File: config.mk
export PLATFORM = sky130hd
export DESIGN_NAME = ple_group
export DESIGN_NICKNAME = d
export VERILOG_FILES = /design/src/ple_pkg.sv /design/src/ple_group.sv
export SDC_FILE = /design/constraint.sdc
export NUM_CORES = 1
export LEC_CHECK = 0
export BUFFER_PORTS_ARGS = -buffer_cell sky130_fd_sc_hd__buf_4
export CORE_AREA = 2 2 236 238
export CTS_BUF_LIST = sky130_fd_sc_hd__clkbuf_8 sky130_fd_sc_hd__clkbuf_16
export DETAILED_ROUTE_END_ITERATION = 6
export DIE_AREA = 0 0 238 240
export PLACE_DENSITY = 0.4
export SETUP_SLACK_MARGIN = 0.1
export SYNTH_ARGS = -nofsm -noshare
export SYNTH_HDL_FRONTEND = slang
export SYNTH_SLANG_ARGS = --single-unit
File: constraint.sdc
create_clock -name clk -period 1.02 [get_ports clk]
set_clock_uncertainty 0.15 [all_clocks]
set_input_delay 0.051 -clock clk [delete_from_list [all_inputs] [get_ports clk]]
set_output_delay 0.051 -clock clk [all_outputs]
set_load 0.03 [all_outputs]
File: src/ple_pkg.sv
package ple_pkg;

	// command codes of the input word
	localparam logic [1:0] FN_INSERT = 2'd0;
	localparam logic [1:0] FN_REMOVE = 2'd1;
	localparam logic [1:0] FN_SEARCH = 2'd2;
	localparam logic [1:0] FN_UPDATE = 2'd3;

	// status codes of the result word
	localparam logic [1:0] ST_OK    = 2'd0;
	localparam logic [1:0] ST_RANGE = 2'd1;
	localparam logic [1:0] ST_FULL  = 2'd2;
	localparam logic [1:0] ST_MISS  = 2'd3;

	localparam int DATA_W = 32;
	localparam int GRP_N  = 16;
	localparam int GRP_IW = 4;

	// -1 in the 7-bit index field
	localparam logic [6:0] IDX_NONE = 7'h7F;

	// broadcast to every cell of the list
	typedef struct packed {
		logic              ins;      // shift up above position, write at position
		logic              rem;      // shift down from position on
		logic              upd;      // overwrite at position
		logic              mark_pos; // flag the cell at position
		logic              mark_val; // flag live cells equal to data
		logic [DATA_W-1:0] data;
	} cell_cmd_t;

	// one slot of the group scan chain
	typedef struct packed {
		logic              any;
		logic [GRP_IW-1:0] idx;
		logic [DATA_W-1:0] val;
	} grp_t;

endpackage

File: src/ple_group.sv
module ple_group (
	input  logic                                    clk,
	input  logic                                    arst_n,
	input  logic                                    load,
	input  logic                                    shift,
	input  logic [ple_pkg::GRP_N-1:0]               hits,
	input  logic [ple_pkg::GRP_N-1:0][ple_pkg::DATA_W-1:0] vals,
	input  ple_pkg::grp_t                           nxt,
	output ple_pkg::grp_t                           slot
);
	import ple_pkg::*;

	grp_t slot_q;
	grp_t first;

	// pick the lowest flagged cell of the group
	always_comb begin
		first = '0;
		for (int k = GRP_N - 1; k >= 0; k--) begin
			if (hits[k]) begin
				first.any = 1'b1;
				first.idx = GRP_IW'(k);
				first.val = vals[k];
			end
		end
	end

	// load from the cells or advance toward slot zero
	always_ff @(posedge clk or negedge arst_n) begin
		if (!arst_n) begin
			slot_q <= '0;
		end else if (load) begin
			slot_q <= first;
		end else if (shift) begin
			slot_q <= nxt;
		end
	end

	assign slot = slot_q;

endmodule

# Yosys cells after proc, flatten, opt, wreduce, memory -nomap -nowiden
# Cells that the tools add are included.
# word_totals
register_bits	37
output_inout_bits	37
# classes
mux	18
n_reduce_logical	1
# op_table
cell	count
two-way mux 37 bit	18
nonzero test 2 bit	1

# Logic depth before layout (Yosys ltp)
# logic_depth
ltp_word	17
ltp_mapped	8
mapped_depth_nobuf	5

# Worst setup path before layout
# Ideal clock, no wire load.
# synth_path
path_kind	input -> register
start	input port hits[11] in the netlist's numbering
end	register slot_q (netlist bit slot[0])
t_arrival_ns	1.112
path_buffers	3
path_stages	8
path_slack_ns	-0.362
setup_time_ns	0.120
path_cell_list	buf_6 nor2b_1 buf_2 buf_2 a221oi_1 o311ai_1 a21oi_1 nor2_1
# synth_via
elab_chain_len	13
# synth_rtl
item	line	source
start, declared	ple_group.sv:6	input logic [ple_pkg::GRP_N-1:0] hits,
two-way mux 37 bit (12 in series)	ple_group.sv:20	if (hits[k]) begin
two-way mux 37 bit	ple_group.sv:32	end else if (load) begin
end signal, assigned	ple_group.sv:33	slot_q <= first;
end signal, assigned	ple_group.sv:35	slot_q <= nxt;
end, declared	ple_group.sv:13	grp_t slot_q;
# Every way passes these cells.
# A chain may end at the register's enable or synchronous reset.

# Worst setup path after layout
# layout_path
start	input port hits[6] in the netlist's numbering
end	register slot_q (netlist bit slot[4])
# layout_via
elab_chain_len	8
# layout_rtl
item	line
two-way mux 37 bit (7 in series)	ple_group.sv:20
two-way mux 37 bit	ple_group.sv:32
# Every way passes these cells.

==> impl_results.md <==
- Yosys reg bits: 37
- Crit path time final: 1420 ps
- Share of the synthesized area in the top cell type: 16.0%
- I/O Pins: 606
- Starting DRT DRC Count: 559
- Failing checks: negative hold slack, negative setup slack
- Worst-Margin Slew: 524 ps
- Slowest-stage cell, CP: a221oi_4
- Largest fanout on the critical path: 13
- Die Span Y: 240 um
- Total via count in the routed design: 10.4k
- Fmax: 702 MHz
- Crit path required time: 1070 ps
- Hold WC Path Type: input port to flop
- Htree depth: 2
- Seq/Total Area, Yosys: 16.0%
- Routed Antenna Nets: 0
- Status: finished, violations left
- Net Count, Synth: 1358
- Hold buffers post-CTS: 7
- Max reg flops: 37
- Power Density: 701 mW/mm2
- Yosys cell types: 44
- Most frequent cells in the layout: 689 x buf_4, 85 x buf_6, 63 x a21oi_1
- Worst Setup Start Kind: input port
- Share of cells above drive strength 1: 69.3%
- Mean post-synth cell area: 7.32 um2
- WS Path Type: input port to flop
- Max-slew violations: 0
- Placed instance area: 0.0129 mm2
- Placer Congestion: 0.868
- Final setup viols: 74
- Slowest cell delay on critical path: 340 ps
- Final Hold Fails: 10
- Layout Nets: 2117
- Post-route DRC violation count: 0
- First-pass detailed-route iteration total: 7
- Critical Path End Type: flop
- Vias per cell: 4.61
- Post-synth EDFFs: 0
- Die area: 0.0571 mm2
- Slew headroom: 65.1%
- CTS Buf Count: 5
- Finished Cell Area: 0.0157 mm2
- RSZ-0062 raised after global routing: yes
- DP Worst Slack: -1050 ps
- Critical Path, Cell by Cell: buf_8, and2b_1, buf_12, buf_4, a221oi_4, o311ai_2, a21oi_1, nor2_1
- Final wirelength: 61000 um
- Root buffer cell: clkbuf_16
- Clock tree buffer depth: 2
- Initial Util: 10.6%
- Cell taking the most area after synthesis: dfrtp_1
- Placed cell count: 2187
- Port Buf Inserts: 605
- Initial antenna violation count: 15
- Area contributors post-synth: dfrtp_1 16%, a221oi_1 13%, a21oi_1 8.1%
- Worst-Skew Late Latency: 310 ps
- Width of the die: 238 um
- Final hold slack: -67.3 ps
- Number of global-route vias before repair: 11.0k
- Synthesized area: 0.00578 mm2
- Ys async rst share: 100%
- Core Box Area: 0.0547 mm2
- Ys flop type: dfrtp_1
- CTS tree: done
- Commonest non-fill, non-tap cell in the layout: buf_4
- Worst Path Buf+Inv: 3
- Largest net degree at the start of global routing: 33
- Site row count: 86
- Max-Cap Viols: 0
- Peak VDD IR: 0.000545 V
- Layout Cells excl Fill: 2255
- Worst EP arrival: 1480 ps
- DR WL/cell: 27.0 um
- Static Leak: 0.00667 uW
- GR Util All Layers: 20.2%
- Synthesis Warnings: 0
- Fin crit share: 140%
- Register clock-pin slew on the reported worst setup and hold paths: 80 ps
- CTS Sinks: 37
- Delay-heaviest family, CP: compound AO/OA/AOI/OAI gates
- DP HPWL: 50300 um
- Mapped Cells: 789
- Overflow left after global routing: 0
- First-pass GRT wire length: 81500 um
- Syn-to-layout area delta: 172%
- Worst setup margin: -405 ps
layout make-up:
| type | count | area [um2] |
|---|---|---|
| clock buffer | 5 | 125 |
| multi-input combinational | 615 | 6020 |
| tap | 704 | 881 |
| sequential | 37 | 932 |
| clock inverter | 3 | 42.5 |
| antenna | 2 | 5.00 |
| fill | 5895 | 39000 |
| timing repair buffer | 848 | 7520 |
| inverter | 41 | 156 |
power breakdown:
part,leakage (uW),internal [uW],switching [uW],total [uW]
registers,0.000443,1650,175,1830
logic,0.00614,3760,3430,7190
clock network,0.0000852,1160,816,1970
total,0.00667,6570,4420,11000
synth_stat cells, types with 2 or more instances:
cell type and n:
nor2b_1 36, buf_2 40, or2_1 7, clkbuf_1 43
o22ai_1 68, nor2_2 2, buf_6 6, a221oi_1 87
a211oi_1 15, mux2i_1 4, nand2b_1 17, inv_1 36
a221oi_2 9, o21ai_0 37, dfrtp_1 37, a22o_1 4
mux2_2 5, nor3_1 10, a211o_1 4, a221o_1 32
nand2_1 36, buf_4 4, a21oi_1 93, o221ai_1 44
nor2_1 38, inv_2 4, o21a_1 13, o21ai_1 2
o311ai_1 32, o2bb2ai_1 8, buf_1 3
per-layer routing:
metal	share of wire, %	track usage, %
met3	6.9	5.14
met4	2.8	5.76
met5	0.28	0
met2	49	35.3
met1	41	24.2
worst min-delay path, cell delays in order:
cell and delay [ps]:
buf_4 80, a211oi_1 70, a211oi_2 130
cell families after synthesis:
group / after synthesis / share of synthesized area [%]
AO/OA/AOI/OAI: 454 / 58.3
buffers and inverters: 137 / 10.8
flip-flops: 37 / 16.0
multiplexers: 9 / 1.67
AND/OR/NAND/NOR: 152 / 13.2
timing repair:
action	in CTS	in global routing
endpoints found under the setup margin	74	74
gates cloned	4	0
hold endpoints to repair	56	6
resized for setup	277	72
setup buffers	33	14
pin swaps	57	44
stage by stage:
stage          total power (uW)  util (%)  TNS, ps
2_1_floorplan              3800         -   -10090
3_3_place_gp               7740      23.7   -30230
3_5_place_dp               7730      23.7   -30780
4_1_cts                   10900      27.6   -14860
5_1_grt                   11600      28.7   -16980
6_report                  11000      28.7   -14610
worst paths after layout:
check / slack [ps] / from / depth (start not counted) / to
min in group asynchronous: 40 / arst_n / 2 / slot[12]
min reg2reg: 390 / slot[34] / 1 / slot[34]
max in group asynchronous: 270 / arst_n / 3 / slot[18]
min: -70 / nxt[32] / 3 / slot[32]
max reg2reg: -190 / slot[33] / 3 / slot[33]
max: -400 / hits[6] / 8 / slot[4]
Power figures use the tool's default switching activity.
