===== src/ple_pkg.sv =====
package ple_pkg;

	// command codes of the input word
	localparam logic [1:0] FN_INSERT = 2'd0;
	localparam logic [1:0] FN_REMOVE = 2'd1;
	localparam logic [1:0] FN_SEARCH = 2'd2;
	localparam logic [1:0] FN_UPDATE = 2'd3;

	// status codes of the result word
	localparam logic [1:0] ST_OK    = 2'd0;
	localparam logic [1:0] ST_RANGE = 2'd1;
	localparam logic [1:0] ST_FULL  = 2'd2;
	localparam logic [1:0] ST_MISS  = 2'd3;

	localparam int DATA_W = 32;
	localparam int GRP_N  = 16;
	localparam int GRP_IW = 4;

	// -1 in the 7-bit index field
	localparam logic [6:0] IDX_NONE = 7'h7F;

	// broadcast to every cell of the list
	typedef struct packed {
		logic              ins;      // shift up above position, write at position
		logic              rem;      // shift down from position on
		logic              upd;      // overwrite at position
		logic              mark_pos; // flag the cell at position
		logic              mark_val; // flag live cells equal to data
		logic [DATA_W-1:0] data;
	} cell_cmd_t;

	// one slot of the group scan chain
	typedef struct packed {
		logic              any;
		logic [GRP_IW-1:0] idx;
		logic [DATA_W-1:0] val;
	} grp_t;

endpackage


===== src/ple_cell.sv =====
module ple_cell #(
	parameter int PW  = 7,
	parameter int IDX = 0
) (
	input  logic                     clk,
	input  logic                     arst_n,
	input  ple_pkg::cell_cmd_t       cmd,
	input  logic [PW-1:0]            pos,
	input  logic [PW-1:0]            count,
	input  logic [ple_pkg::DATA_W-1:0] left,
	input  logic [ple_pkg::DATA_W-1:0] right,
	output logic [ple_pkg::DATA_W-1:0] value,
	output logic                     hit
);
	import ple_pkg::*;

	localparam logic [PW-1:0] MY_IDX = PW'(IDX);

	logic [DATA_W-1:0] val_q;
	logic              hit_q;
	logic              at_pos;
	logic              above_pos;

	assign at_pos    = (MY_IDX == pos);
	assign above_pos = (MY_IDX > pos);

	// shift, write or hold the entry
	always_ff @(posedge clk) begin
		if (cmd.ins && above_pos) begin
			val_q <= left;
		end else if ((cmd.ins || cmd.upd) && at_pos) begin
			val_q <= cmd.data;
		end else if (cmd.rem && (at_pos || above_pos)) begin
			val_q <= right;
		end
	end

	// flag this cell for the group scan
	always_ff @(posedge clk or negedge arst_n) begin
		if (!arst_n) begin
			hit_q <= 1'b0;
		end else if (cmd.mark_pos) begin
			hit_q <= at_pos;
		end else if (cmd.mark_val) begin
			hit_q <= (val_q == cmd.data) && (MY_IDX < count);
		end
	end

	assign value = val_q;
	assign hit   = hit_q;

endmodule


===== config.mk =====
export PLATFORM = sky130hd
export DESIGN_NAME = ple_cell
export DESIGN_NICKNAME = d
export VERILOG_FILES = /design/src/ple_pkg.sv /design/src/ple_cell.sv
export SDC_FILE = /design/constraint.sdc
export NUM_CORES = 1
export LEC_CHECK = 0
export ABC_AREA = 1
export BUFFER_PORTS_ARGS = -buffer_cell sky130_fd_sc_hd__buf_2
export CORE_UTILIZATION = 30
export DETAILED_ROUTE_END_ITERATION = 12
export PLACE_DENSITY = 0.69
export SKIP_LAST_GASP = 1
export SLEW_MARGIN = 30
export SYNTH_ARGS = -nofsm -noshare
export SYNTH_HDL_FRONTEND = slang
export SYNTH_SLANG_ARGS = --single-unit

===== constraint.sdc =====
create_clock -name clk -period 1.3 [get_ports clk]
set_clock_uncertainty 0.05 [all_clocks]
set_input_delay 0.065 -clock clk [delete_from_list [all_inputs] [get_ports clk]]
set_output_delay 0.065 -clock clk [all_outputs]
set_load 0.05 [all_outputs]

Yosys cells after proc, flatten, opt, wreduce, memory -nomap -nowiden
Index checks and enable logic that the tools add are counted.

word-level totals
  flip-flop bits (word level) = 33
  bits of input ports = 117
  output and inout port bits = 33
  logic and storage cells = 19

cells by class
  magnitude comparators = 2
  eq/ne operators = 1
  multiplexer cells = 5
  reductions and logical operators = 9

operators with widths
  cell                                                           count
  two-way mux 32 bit                                             3
  == test 32 bit                                                 1
  greater-than comparator 1 x 7 -> 1 bit (first input constant)  1
  logical NOT 7 bit                                              1
  less-than comparator 1 x 7 -> 1 bit (first input constant)     1
  logical AND 1 bit                                              4
  nonzero test 3 bit                                             1
  logical OR 1 bit                                               2
  two-way mux 1 bit                                              2
  nonzero test 2 bit                                             1

Depth between registers and ports, before layout
Gate-level depths: netlist of the first run.

  depth after elaboration = 6
  depth in mapped cells = 10
  gate-level depth less buffers = 10

Least setup slack after synthesis of the first run
No wires, ideal clock.

  path type = input to register
  start point = input pos[3]
  end point = register val_q[0] (netlist: value[0]) (enable)
  arrival = 1.436 ns
  required time = 0.861 ns
  path slack = -0.575 ns
  cell stages on the path = 6
  path buffers = 1
  path through = nor2_1 -> nand2_1 -> nor4_4 -> o21ai_2 -> clkbuf_1 -> nand2_1

between the ends
  cells in the longest elaborated chain, start to end = 4

ends and longest elaborated chain
  what                                                                         RTL line                        source
  start, declared                                                              ple_cell.sv:8                   input logic [PW-1:0] pos,
  greater-than comparator 1 x 7 -> 1 bit or logical NOT 7 bit (tied branches)  ple_cell.sv:25, ple_cell.sv:24
  logical OR 1 bit                                                             ple_cell.sv:33                  end else if (cmd.rem && (at_pos || above_pos)) begin
  logical AND 1 bit                                                            ple_cell.sv:33
  nonzero test 3 bit (no line) (*)                                             --
  end signal, assigned                                                         ple_cell.sv:30                  val_q <= left;
  end signal, assigned                                                         ple_cell.sv:32                  val_q <= cmd.data;
  end signal, assigned                                                         ple_cell.sv:34                  val_q <= right;
  end, declared                                                                ple_cell.sv:19                  logic [DATA_W-1:0] val_q;

Every way passes the cells marked *; elsewhere a longest branch is shown, timed or not.
A chain may end at the register's enable or synchronous reset.

Final worst setup path of the first run
  start point = register val_q[15] (netlist: value[15])
  end point = register hit_q (netlist: hit)

between the ends
  cells in the longest elaborated chain, start to end = 4

ends and longest elaborated chain
  what                  RTL line        source
  == test 32 bit        ple_cell.sv:45  hit_q <= (val_q == cmd.data) && (MY_IDX < count);
  logical AND 1 bit     ple_cell.sv:45
  two-way mux 1 bit     ple_cell.sv:44  end else if (cmd.mark_val) begin
  two-way mux 1 bit     ple_cell.sv:42  end else if (cmd.mark_pos) begin
  end signal, assigned  ple_cell.sv:43  hit_q <= at_pos;
  end signal, assigned  ple_cell.sv:45
  end, declared         ple_cell.sv:20  logic hit_q;

Every way passes these cells. The select of a mux whose other input is x is not followed.

==> flow_metrics.tcl, run 1 <==
set metrics [dict create \
    period_needed_ns 1.29 \
    grt_remaining_overflow 0 \
    multi_input_area_sq_um 920 \
    worstMarginPinSlew_ns 0.326 \
    die_area_sq_um 7630 \
    drc 0 \
    area_delta_synth_final_pct 41.0 \
    synth_top_area_share_pct 44.0 \
    clk_pin_slew_worst_paths_ns 0.07 \
    io_pins 150 \
    gp_congestion 0.742 \
    drt-total-wl_um 5460 \
    crit_path_end_kind "register" \
    root_buffer "clkbuf_8" \
    ys_ff_latch 33 \
    reg2regPathDepth 9 \
    finalHoldViolCount 0 \
    fin_area_sq_um 3080 \
    path_class "register to register" \
    ant_nets 0 \
    grt.total_usage_pct 14.5 \
    dr_wl_met2_um 2520 \
    grt_pass1_wl_um 8270 \
    num_antenna_cells 0 \
    htreeDepth 2 \
    syn-num-nets 403 \
    whs_ns 0.00337 \
    hold_depth 3 \
    grt_pass1_vias 1915 \
    wl_met1_um 2510 \
    crit_chain "nand2_1 > nand2_1 > inv_1 > nand2_1 > nor2_1 > nand2_1 > nor2_2 > nand3_1 > a21oi_1" \
    rsz0062_at_grt "yes" \
    clk_latency_ns 0.29 \
    drive_gt1_share_pct 38.5 \
    holdPathEnd "value[4]$_DFFE_PP_" \
    cp.arrival_ns 1.45 \
    seq_area_sq_um 986 \
    syn-cell-area_sq_um 2180 \
    p_per_area_nw_per_um2 757 \
    r2r-end "hit$_DFFE_PN0P_" \
    antenna_found_initial 0 \
    crit_fanout 3 \
    final_cell_mix "buf_2, nand2_1, inv_1" \
    grt_max_degree 37 \
    fp-row-count 30 \
    nFillCells 760 \
    relSlewSlack_pct 78.1 \
    avgSynthCellArea_sq_um 7.64 \
    nNetsFinal 534 \
    max_stage_delay_ns 0.41 \
    vdd_ir_drop_max_v 0.000278 \
    cp-start-kind "register" \
    io_buffer_count 117 \
    synth_area_leaders "edfxtp_1, nand2_1, inv_1, o21ai_2, buf_6" \
    status "completed" \
    cpMostUsedCell "nand2_1" \
    rr_startpoint "value[15]$_DFFE_PP_" \
    avgViaCountPerCell 4.18 \
    ys_warn_count 0 \
    highest_layer "met4" \
    die_h_um 87.3 \
    synth_top_area_cell "edfxtp_1" \
    hp-class "primary input to register" \
    die_w_um 87.3 \
    regToRegSetupSlack_ns 0.009 \
    cts_buffers 5 \
    cts.path.max_buffers 2 \
    crit_required_ns 1.46 \
    synth_cell_types 17 \
    max_freq_mhz 775 \
    maxCapViolations 0 \
    synth_seq_area_share_pct 45.1 \
    cts_num_sinks 33 \
    first_iter_violations 86 \
    via_count 2151 \
    cts_tree "yes" \
    dp_hpwl_um 4320 \
    fin_crit_sh_pct 99.3 \
    firstDrtPassIters 4 \
    synth_cells 286 \
    initial_utilization_pct 31.6 \
    hold_path_startpoint "right[4]" \
    drv_slew 0 \
    coreArea_sq_um 6910 \
    avgRoutedWirePerCell_um 10.6 \
    setup_viol 0 \
    final_common_cell "buf_2" \
    dr_wl_met3_um 337 \
    critPathSlowestCell "edfxtp_1" \
    p_leak_nw 1.69 \
    place_area_sq_um 2920 \
]
-- sequential cells by signal (all words and copies together) (netlist names) --
register / flops
value: 32
hit: 1
-- report_power, final --
part / switching (mW) / internal, mW
Combinational: 0.211 / 0.187
Sequential: 0.00685 / 1.18
Clock: 0.386 / 0.361
-- worst max-delay path, delay by kind of cell (launching register included) --
kind / cells / cell delay [ns]
AOI/OAI and AO/OA: 1 / 0.13
and+or+nand+nor: 7 / 0.58
buffers and inverters: 1 / 0.04
DFF: 1 / 0.41
-- per-layer routing --
layer / track usage (%) / vias up
met1: 18.5 / 942
met4: 5.96 / 0
li1: - / 1134
met5: 0 / -
met3: 3.70 / 7
met2: 23.2 / 68
-- cell usage after synthesis --
master and n:
nand2_1 111, inv_1 65, xnor2_1 7, nor4_4 1, clkbuf_1 1, nand3_1 3
nor3_1 1, o21ai_2 24, o21ai_0 2, o22ai_1 2, nor2_1 16, dfrtp_1 1
nand4_1 1, a21oi_1 4, o21ai_1 9, buf_6 6, edfxtp_1 32
-- how the worst max path moves through the flow --
stage                             start            endpoint  depth (start not counted)
global placement                 pos[3]  value[3]$_DFFE_PP_                          6
finish              value[15]$_DFFE_PP_     hit$_DFFE_PN0P_                          9
CTS                 value[15]$_DFFE_PP_     hit$_DFFE_PN0P_                          9
floorplan            value[8]$_DFFE_PP_     hit$_DFFE_PN0P_                         10
detailed placement               pos[5]  value[2]$_DFFE_PP_                          6
global route        value[16]$_DFFE_PP_     hit$_DFFE_PN0P_                          9
-- stage by stage --
step | utilization, % | power [mW] | std cells | worst slack (ns) | setup TNS [ns]
floorplan | - | 1.41 | 286 | -0.120 | -0.120
global placement | 42.3 | 1.59 | 499 | -0.125 | -6.78
detailed placement | 42.3 | 1.60 | 499 | -0.180 | -10.01
CTS | 44.3 | 2.36 | 513 | -0.0321 | -0.0321
global route | 44.6 | 2.43 | 514 | -0.124 | -0.124
finish | 44.6 | 2.33 | 514 | 0.00902 | 0
-- logic make-up (layout without fill, tap and decap cells) --
logic type / count (synthesis) / count (layout) / synth area share, %
XOR/XNOR: 7 / 7 / 2.81
AND/OR/NAND/NOR: 133 / 133 / 24.0
AO/OA/AOI/OAI: 41 / 41 / 13.6
buffers and inverters: 72 / 204 / 14.4
flip-flops: 33 / 33 / 45.1
-- area by class of cell --
class | instances | area share [%]
Timing Repair Buffer | 131 | 23.6
Inverter | 65 | 7.92
Multi-Input combinational cell | 181 | 29.9
Clock inverter | 3 | 0.406
Sequential cell | 33 | 32.0
Tap cell | 96 | 3.90
Clock buffer | 5 | 2.23
-- repair_timing --
action,CTS,global route
resized for setup,1,2
cloned,0,0
hold buffers,5,0
pin swaps,2,0
buffers inserted,1,1
hold endpoints to repair,5,0
endpoints found under the setup margin,1,1
(Power assumes the default switching activity.)
==> inputs of run 2 (changes only) <==
--- a/config.mk
+++ b/config.mk
@@ -7,9 +7,9 @@
 export LEC_CHECK = 0
 export ABC_AREA = 1
 export BUFFER_PORTS_ARGS = -buffer_cell sky130_fd_sc_hd__buf_2
-export CORE_UTILIZATION = 30
+export CORE_UTILIZATION = 39
 export DETAILED_ROUTE_END_ITERATION = 12
-export PLACE_DENSITY = 0.69
+export PLACE_DENSITY = 0.84
 export SKIP_LAST_GASP = 1
 export SLEW_MARGIN = 30
 export SYNTH_ARGS = -nofsm -noshare
==> flow_metrics.tcl, run 2 (synthesis results as in run 1) <==
set metrics [dict create \
    area_delta_synth_final_pct 38.7 \
    finalPower_mw 2.36 \
    multi_input_area_sq_um 940 \
    final_cell_mix "buf_2, nand2_1, inv_1" \
    cpMostUsedCell "nand2_1" \
    crit_path_end_kind "register" \
    fin_area_sq_um 3030 \
    wl_met1_um 2230 \
    grt.total_usage_pct 18.2 \
    critPathSlowestCell "edfxtp_1" \
    root_buffer "clkbuf_8" \
    maxCapViolations 0 \
    grt_pass1_vias 1973 \
    first_iter_violations 55 \
    avgRoutedWirePerCell_um 11.2 \
    avgViaCountPerCell 4.44 \
    finalSetupTns_ns 0 \
    worstMarginPinSlew_ns 0.422 \
    crit_chain "inv_1 > nand2_1 > nand2_1 > nand2_1 > nor2_1 > nand2_1 > nor2_2 > nand3_1 > a21oi_1" \
    io_buffer_count 117 \
    ant_nets 0 \
    largest_reg_flops 32 \
    nFillCells 522 \
    drc 0 \
    vdd_ir_drop_max_v 0.000500 \
    grt_max_degree 39 \
    cts_tree "yes" \
    status "completed" \
    die_h_um 76.8 \
    nNetsFinal 531 \
    path_buf_inv 1 \
    via_count 2153 \
    p_leak_nw 1.69 \
    critical_path.top_delay_family "simple AND/OR/NAND/NOR gates" \
    cts.path.max_buffers 2 \
    firstDrtPassIters 5 \
    relSlewSlack_pct 71.8 \
    num_antenna_cells 0 \
    gp_congestion 0.763 \
    crit_required_ns 1.46 \
    fin_crit_sh_pct 99.1 \
    dr_wl_met3_um 332 \
    reg2regPathDepth 9 \
    fp-row-count 26 \
    rsz0062_at_grt "yes" \
    cp.arrival_ns 1.44 \
    seq_area_sq_um 986 \
    cp-start-kind "register" \
    cts_buffers 5 \
    finalHoldViolCount 0 \
    final_common_cell "buf_2" \
    crit_fanout 2 \
    hp-class "primary input to register" \
    antenna_found_initial 0 \
    grt_pass1_wl_um 8480 \
    p_per_area_nw_per_um2 779 \
    drt-total-wl_um 5410 \
    place_area_sq_um 2870 \
    path_class "register to register" \
    dr_wl_met2_um 2800 \
    dp_hpwl_um 4200 \
    die_area_sq_um 5910 \
    cts_num_sinks 33 \
    drive_gt1_share_pct 39.3 \
    coreArea_sq_um 5240 \
    htreeDepth 2 \
    io_pins 150 \
    initial_utilization_pct 41.7 \
    setup_viol 0 \
    clk_pin_slew_worst_paths_ns 0.07 \
    highest_layer "met4" \
    die_w_um 76.8 \
    hold_depth 3 \
    max_freq_mhz 776 \
    clk_latency_ns 0.28 \
    drv_slew 0 \
    period_needed_ns 1.29 \
    critical_path_cell_count 9 \
    max_stage_delay_ns 0.43 \
    grt_remaining_overflow 0 \
]
[run 2: cell types whose count changed in the layout (fill, tap and decap cells not counted), sizes merged]
cell,change
clkbuf,+3
clkinv,-3
nand2,+2
buf,-1
dlygate4sd3,-4
[run 2: worst min-delay path, cell delays in order]
cell     delay, ns
buf_2         0.08
nand2_1       0.05
o21ai_2       0.05
[run 2: worst paths after layout]
| check | start | end | slack (ns) |
|---|---|---|---|
| worst min register to register | hit$_DFFE_PN0P_ | hit$_DFFE_PN0P_ | 0.54 |
| max in group asynchronous | arst_n | hit$_DFFE_PN0P_ | 1.06 |
| worst min-delay path | right[0] | value[0]$_DFFE_PP_ | 0.01 |
| min in group asynchronous | arst_n | hit$_DFFE_PN0P_ | 0.05 |
| worst max register to register | value[20]$_DFFE_PP_ | hit$_DFFE_PN0P_ | 0.01 |
| worst max-delay path | value[20]$_DFFE_PP_ | hit$_DFFE_PN0P_ | 0.01 |
[run 2: what timing repair did]
action	in CTS	in global routing
setup endpoints to repair	1	34
hold endpoints to repair	1	0
cloned	0	2
setup buffers	2	1
hold buffers	1	0
gates resized for setup	1	5
pin swaps	0	3
[run 2: report_power, final]
group          leakage (nW)  switching [mW]  internal [mW]
clock network        0.0455           0.351          0.432
registers             0.300         0.00742           1.18
logic                  1.34           0.212          0.180
[run 2: area by class of cell]
cell class	instances	share of cell area, %
multi-input cells	183	31.0
repair buffers	126	22.5
inverters	65	8.05
well taps	70	2.89
flip-flops and latches	33	32.5
clock buffers	8	2.97
[run 2: metrics by stage]
stage               cells  setup slack (ns)  utilization [%]  hold slack, ns
CTS                   482           -0.0451             57.1         0.00402
global route          485           -0.0998             57.9          0.0152
detailed placement    471            -0.202             54.8          -0.204
global placement      471            -0.107             54.8          -0.208
finish                485            0.0114             57.9          0.0143
floorplan             286            -0.120                -          -0.281
[run 2: per-layer routing]
layer	global-route usage (%)	vias to the layer above
met5	0	-
met4	5.58	0
met3	3.10	9
met2	32.9	84
met1	21.7	924
li1	-	1136
==> inputs of run 3 (changes only) <==
--- a/config.mk
+++ b/config.mk
@@ -7,9 +7,9 @@
 export LEC_CHECK = 0
 export ABC_AREA = 1
 export BUFFER_PORTS_ARGS = -buffer_cell sky130_fd_sc_hd__buf_2
-export CORE_UTILIZATION = 39
+export CORE_UTILIZATION = 29
 export DETAILED_ROUTE_END_ITERATION = 12
-export PLACE_DENSITY = 0.84
+export PLACE_DENSITY = 0.68
 export SKIP_LAST_GASP = 1
 export SLEW_MARGIN = 30
 export SYNTH_ARGS = -nofsm -noshare
==> flow_metrics.tcl, run 3 (synthesis results as in run 1) <==
set metrics [dict create \
    grt_pass1_wl_um 8060 \
    first_iter_violations 58 \
    dp_hpwl_um 4160 \
    crit_fanout 3 \
    grt_remaining_overflow 0 \
    htreeDepth 2 \
    drive_gt1_share_pct 39.3 \
    multi_input_area_sq_um 923 \
    drc 0 \
    cts.path.max_buffers 2 \
    maxCapViolations 0 \
    final_cell_count_no_fill 514 \
    grt.total_usage_pct 13.3 \
    numPlacedInstances 502 \
    crit_path_end_kind "register" \
    period_needed_ns 1.30 \
    final_common_cell "buf_2" \
    coreArea_sq_um 7250 \
    avgRoutedWirePerCell_um 10.1 \
    cp-start-kind "register" \
    rsz0062_at_grt "yes" \
    avgViaCountPerCell 4.07 \
    io_pins 150 \
    cts_tree "yes" \
    vdd_ir_drop_max_v 0.000438 \
    seq_area_sq_um 986 \
    die_w_um 88.8 \
    ant_nets 0 \
    status "completed" \
    die_h_um 88.8 \
    initial_utilization_pct 30.1 \
    grt_max_degree 36 \
    final_cell_mix "buf_2, nand2_1, inv_1" \
    nNetsFinal 531 \
    finalPower_mw 2.38 \
    io_buffer_count 117 \
    root_buffer "clkbuf_8" \
    max_freq_mhz 771 \
    fin_crit_sh_pct 99.8 \
    gp_congestion 0.735 \
    final_util_pct 42.4 \
    finalSetupTns_ns 0 \
    grt_pass1_vias 1893 \
    drt-total-wl_um 5180 \
    drv_slew 0 \
    pre_cts_slack_ns -0.157 \
    via_count 2094 \
    finalHoldViolCount 0 \
    fin_ws_ns 0.00240 \
    fp-row-count 31 \
    cts_buffers 5 \
    worstMarginPinSlew_ns 0.316 \
    firstDrtPassIters 4 \
    antenna_found_initial 0 \
    clk_latency_ns 0.28 \
    area_delta_synth_final_pct 40.7 \
    relSlewSlack_pct 78.8 \
    largest_reg_flops 32 \
    setup_viol 0 \
    nFillCells 765 \
    num_antenna_cells 0 \
    path_class "register to register" \
    cts_num_sinks 33 \
    p_leak_nw 1.68 \
    p_per_area_nw_per_um2 774 \
    clk_pin_slew_worst_paths_ns 0.07 \
    cp.arrival_ns 1.45 \
    regToRegSetupSlack_ns 0.002 \
    hp-class "primary input to register" \
    die_area_sq_um 7880 \
    crit_required_ns 1.45 \
]
run 3: worst max-delay path, stage by stage (launching register included):
cell and delay [ns]:
edfxtp_1 0.42, nand2_1 0.08, nand2_1 0.08, inv_2 0.05
nand2_1 0.04, nor2_1 0.08, nand2_1 0.07, nor2_2 0.14
nand3_2 0.08, a21oi_2 0.12
run 3: path summary, 6_finish.rpt:
path | start | to | cells after the start
max reg2reg | value[13]$_DFFE_PP_ | hit$_DFFE_PN0P_ | 9
min reg2reg | hit$_DFFE_PN0P_ | hit$_DFFE_PN0P_ | 2
max | value[13]$_DFFE_PP_ | hit$_DFFE_PN0P_ | 9
min in group asynchronous | arst_n | hit$_DFFE_PN0P_ | 2
max in group asynchronous | arst_n | hit$_DFFE_PN0P_ | 2
min | right[8] | value[8]$_DFFE_PP_ | 3
run 3: timing repair:
action,in CTS,in global routing
buffers inserted,1,0
hold buffers,3,0
gates resized for setup,4,5
pin swaps,0,6
hold endpoints to repair,3,0
endpoints found under the setup margin,1,2
run 3: metal layers:
layer  up-vias  part of all wire [%]  global-route usage, %
met4         0                  0.35                   3.23
met5         -                     0                      0
met1       888                    46                   15.8
met3         2                   6.2                   3.26
met2        73                    47                   24.1
li1       1131                     -                      -
run 3: metrics by stage:
stage	cell area (sq um)	hold WS, ns
after global routing	3070	0.00111
after global placement	2920	-0.208
final	3070	0.00716
after CTS	3070	0.000118
after detailed placement	2920	-0.202
after floorplan	2200	-0.281
run 3: layout make-up:
| cell class | count | area share (%) |
|---|---|---|
| flip-flops and latches | 33 | 32.1 |
| well taps | 99 | 4.03 |
| inverters | 65 | 7.94 |
| clock buffers | 8 | 2.93 |
| multi-input cells | 181 | 30.0 |
| repair buffers | 128 | 23.0 |
run 3: where the power goes:
| part | internal, mW | switching (mW) | leakage [nW] |
|---|---|---|---|
| clock | 0.432 | 0.371 | 0.0455 |
| sequential | 1.18 | 0.00733 | 0.300 |
| combinational | 0.183 | 0.209 | 1.33 |
